$ cat config.mk
export PLATFORM = sky130hd
export DESIGN_NAME = pidl_cell
export DESIGN_NICKNAME = d
export VERILOG_FILES = /design/src/rtl/core/pidl_pkg.sv /design/src/rtl/core/pidl_cell.sv
export SDC_FILE = /design/constraint.sdc
export NUM_CORES = 1
export LEC_CHECK = 0
export ABC_AREA = 1
export BUFFER_PORTS_ARGS = -buffer_cell sky130_fd_sc_hd__buf_2
export CAP_MARGIN = 20
export CORE_UTILIZATION = 35
export DETAILED_ROUTE_END_ITERATION = 6
export PLACE_DENSITY = 0.72
export RECOVER_POWER = 100
export SLEW_MARGIN = 30
export SYNTH_ARGS = -nofsm -noshare
export SYNTH_HDL_FRONTEND = slang
export SYNTH_SLANG_ARGS = --single-unit
$ cat constraint.sdc
create_clock -name clk -period 2.6 [get_ports clk]
set_clock_uncertainty 0.2 [all_clocks]
set_input_delay 0.26 -clock clk [delete_from_list [all_inputs] [get_ports clk]]
set_output_delay 0.26 -clock clk [all_outputs]
set_load 0.01 [all_outputs]
$ cat src/rtl/core/pidl_pkg.sv
// Shared types and codes for the positional insert/delete list.
package pidl_pkg;

	localparam int DEPTH_DEFAULT = 128;
	localparam int VAL_W         = 32;
	localparam int POS_W         = 8;
	localparam int MIDX_W        = 7;
	localparam int ECNT_W        = 8;

	typedef logic [1:0] op_t;
	localparam op_t OP_INSERT = 2'd0;
	localparam op_t OP_DELETE = 2'd1;
	localparam op_t OP_READ   = 2'd2;

	typedef logic [1:0] status_t;
	localparam status_t ST_OK        = 2'd0;
	localparam status_t ST_BAD_POS   = 2'd1;
	localparam status_t ST_FULL      = 2'd2;
	localparam status_t ST_NOT_FOUND = 2'd3;

	typedef struct packed {
		logic ins;
		logic del;
	} pidl_cmd_t;

endpackage

$ cat src/rtl/core/pidl_cell.sv
// One list slot: holds an entry, shifts with its neighbors, takes part in the match chain.
module pidl_cell #(
	parameter int IW = 7,
	parameter int CW = 8
) (
	input  logic                      clk,
	input  pidl_pkg::pidl_cmd_t       cmd,
	input  logic [IW-1:0]             idx,
	input  logic [IW-1:0]             slot,
	input  logic [IW-1:0]             rd_idx,
	input  logic [CW-1:0]             count,
	input  logic [pidl_pkg::VAL_W-1:0] value,
	input  logic [pidl_pkg::VAL_W-1:0] left,
	input  logic [pidl_pkg::VAL_W-1:0] right,
	input  logic                      found_in,
	output logic [pidl_pkg::VAL_W-1:0] data,
	output logic                      found_out,
	output logic [pidl_pkg::VAL_W-1:0] rd_data,
	output logic [IW-1:0]             hit_idx
);
	import pidl_pkg::*;

	logic [VAL_W-1:0] data_q;
	logic             live;
	logic             match;

	assign live      = CW'(idx) < count;
	assign match     = live && (data_q == value);
	assign found_out = found_in | match;
	assign data      = data_q;
	assign rd_data   = (rd_idx == idx) ? data_q : '0;
	assign hit_idx   = (match && !found_in) ? idx : '0;

	always_ff @(posedge clk) begin
		if (cmd.ins) begin
			if (idx == slot) begin
				data_q <= value;
			end else if (idx > slot) begin
				data_q <= left;
			end
		end else if (cmd.del && found_out) begin
			data_q <= right;
		end
	end

endmodule

==> impl_results.md <==
- Result of the run: complete, no violations
- Remaining antenna violation count: 0
- Biggest area consumer among synthesized cells: edfxtp_1
- Initial standard-cell utilization of the core: 37.1%
- Number of flip-flops in the largest register: 32
- Maximum resistive drop on vdd: 0.000206 V
- Post-placement setup slack: 0.254 ns
- Clock latency at the later pin of the worst-skew pair: 0.28 ns
- Area share of the largest cell type after synthesis: 32.8%
- Synthesis Warnings: 0
- Arrival time of the worst setup path: 1.88 ns
- Total gr overflow: 0
- Synth-to-layout area growth: 37.3%
- Leakage component of the power: 2.24 nW
- Number of nets in the layout: 813
- Worst Hold Class: input port to flop
- Number of synthesized flops with an enable pin: 32
- Via density: 4.55
- FMAX: 427 MHz
- Max-slew headroom at the worst pin: 30.8%
- Total Die Area: 8730 um2
- Count of fill cells added during filler insertion: 872
- Buffers on Ports: 200
- Via count of the first global-routing pass: 3173
- Crit end category: output port
- Average routed wire per standard cell: 12.3 um
- Syn nets: 614
- Worst-path fanout max: 7
- Clock tree from TritonCTS: done
- Via total after detailed routing: 3519
- Final hold violation count: 0
- Routability congestion estimate from global placement: 0.875
- Top-level port count: 201
- Drt drc: 0
- Worst-path clk slew: 0.07 ns
- Number of buffers created by CTS: 5
- Post-route fraction of the period consumed by the critical path: 90.1%
- Number of violations of the max-capacitance limit: 0
- Cell with the most instances after synthesis: nand2_1
- Cell with the largest stage delay on the worst path: edfxtp_1
- Top cell types by occurrence after synthesis: 166 x nand2_1, 90 x nor2_1, 88 x inv_1
- Number of different library cells in the post-synthesis netlist: 21
- Number of cell rows: 32
- Height of the die: 93.4 um
- DP Wirelength: 7760 um
- Share of async-settable or async-resettable flops after synthesis: 0%
- Most used flip-flop cell after synthesis: edfxtp_1
- Leading post-synthesis cells by cell area: edfxtp_1 33%, nand2_1 21%, nor2_1 12%
- Antenna violations before repair: 0
- H-tree lvl count: 2
- Clk Tree Root Cell: clkbuf_8
- Maximum number of pins on one net before global-route repair: 37
- Category of the most critical setup path: flop to output port
- Req. time, crit path: 2.14 ns
- Number of buffers added to fix hold violations after cts: 0
- Slowest stage delay, CP: 0.41 ns
- Worst-margin pin slew: 1.04 ns
- Total negative slack: 0 ns
- Number of setup buffers added after CTS: 0
- Mapped Avg Cell Area: 6.20 um2
- Fraction of layout cells with a size suffix above 1: 21.9%
- Number of resized instances in the post-cts repair step: 0
- Chain of cells forming the critical path: inv_1 -> nand2_1 -> nand2_1 -> nand2_1 -> nor2_1 -> nand3_1 -> nor2_1 -> nand3_2 -> nor2_1 -> clkbuf_1
- CP top delay family: simple AND/OR/NAND/NOR gates
- Combined buffer and inverter count along the critical path: 2
- Pwr/cell area: 395 nW/um2
- Global-route wire length before repair: 14500 um
- Clock sink total: 32
- Category of the worst setup path launch point: flop
- Worst Setup Slack, final: 0.257 ns
- Cells after Synth: 472
- Netlist area before placement: 2930 um2
- Final antenna diode count: 0
- Number of search-and-repair iterations in the first detailed-routing pass: 6
- Slew Viols, Final: 0
- Total track usage: 21.3%
- Min cycle time layout: 2.34 ns
- Clock buffer depth: 2
- Die outline width: 93.4 um
- Core region area: 7890 um2
- Proportion of synthesized chip area in sequential cells: 32.8%
- Unrepaired setup endpoints after global routing: no
- Final setup violation count: 0
- First DRT Iteration DRCs: 89
- Synthesized flop and latch total: 32
- DRT Wirelength: 9530 um
==> path summary, 6_finish.rpt <==
check,start,slack [ns],to,cells past startpoint
worst max-delay path,data[8]$_DFFE_PP_,0.26,hit_idx[2],10
worst min-delay path,right[26],0.13,data[26]$_DFFE_PP_,3
worst max register to register,data[8]$_DFFE_PP_,0.35,data[4]$_DFFE_PP_,12
worst min register to register,data[25]$_DFFE_PP_,1.22,data[30]$_DFFE_PP_,10
==> cell usage in the layout (no fill, tap or decap) <==
cell type	Yosys	layout
a21oi_1	6	6
a31oi_1	32	32
buf_2	7	133
buf_4	3	4
clkbuf_1	5	71
clkbuf_2	0	1
clkbuf_4	0	1
clkbuf_8	0	5
clkinv_1	0	1
edfxtp_1	32	32
ha_1	13	13
inv_1	88	89
nand2_1	166	166
nand3_1	5	5
nand3_2	1	1
nand4_1	3	3
nor2_1	90	91
nor2_2	2	1
o21a_1	1	1
o21ai_0	3	3
o22ai_1	1	1
or2_2	1	1
xnor2_1	11	11
==> cell families (layout without fill, tap and decap cells) <==
| family | count (synthesis) | after routing | synth area share, % |
|---|---|---|---|
| compound gates | 43 | 43 | 8.85 |
| simple gates | 268 | 268 | 35.3 |
| xor+xnor | 11 | 11 | 3.29 |
| buf+inv | 105 | 305 | 14.2 |
| fa+ha+maj | 13 | 13 | 5.56 |
| flops | 32 | 32 | 32.8 |
==> power by group <==
group	internal [mW]	switching (mW)	leakage, nW
Sequential	0.657	0.0533	0.308
Clock	0.186	0.171	0.0399
Combinational	0.214	0.306	1.89
Total	1.06	0.531	2.24
==> layer usage <==
| layer | up-vias | GRT usage [%] | wire length (um) | share of wire, % |
|---|---|---|---|---|
| met5 | - | 0 | 0 | 0 |
| met4 | 0 | 2.82 | 29 | 0.30 |
| met3 | 2 | 4.39 | 667 | 7.0 |
| met2 | 137 | 39.8 | 4710 | 49 |
| met1 | 1536 | 25.5 | 4110 | 43 |
| li1 | 1844 | - | - | - |
==> metrics by stage <==
step                utilization (%)  hold WS [ns]  power, mW  instance area, um2  std cells
floorplan                         -         0.309       1.00                2930        472
global placement               51.2         0.405       1.25                4040        766
detailed placement             51.2         0.406       1.26                4040        766
CTS                            52.2         0.115       1.63                4120        774
global route                   51.0         0.134       1.70                4020        774
finish                         51.0         0.126       1.59                4020        774
==> worst min-delay path, cell delays in order <==
cell and delay (ns):
buf_2 0.08, nor2_1 0.03, a31oi_1 0.12
==> area by class of cell <==
cell class                      instances  area [um2]  area share (%)
Timing Repair Buffer                  208         967            24.1
Sequential cell                        32         961            23.9
Inverter                               89         334            8.31
Multi-Input combinational cell        335        1550            38.5
Tap cell                              102         128            3.18
Clock inverter                          1        3.75          0.0934
Clock buffer                            7        76.3            1.90
(Power assumes the default switching activity.)
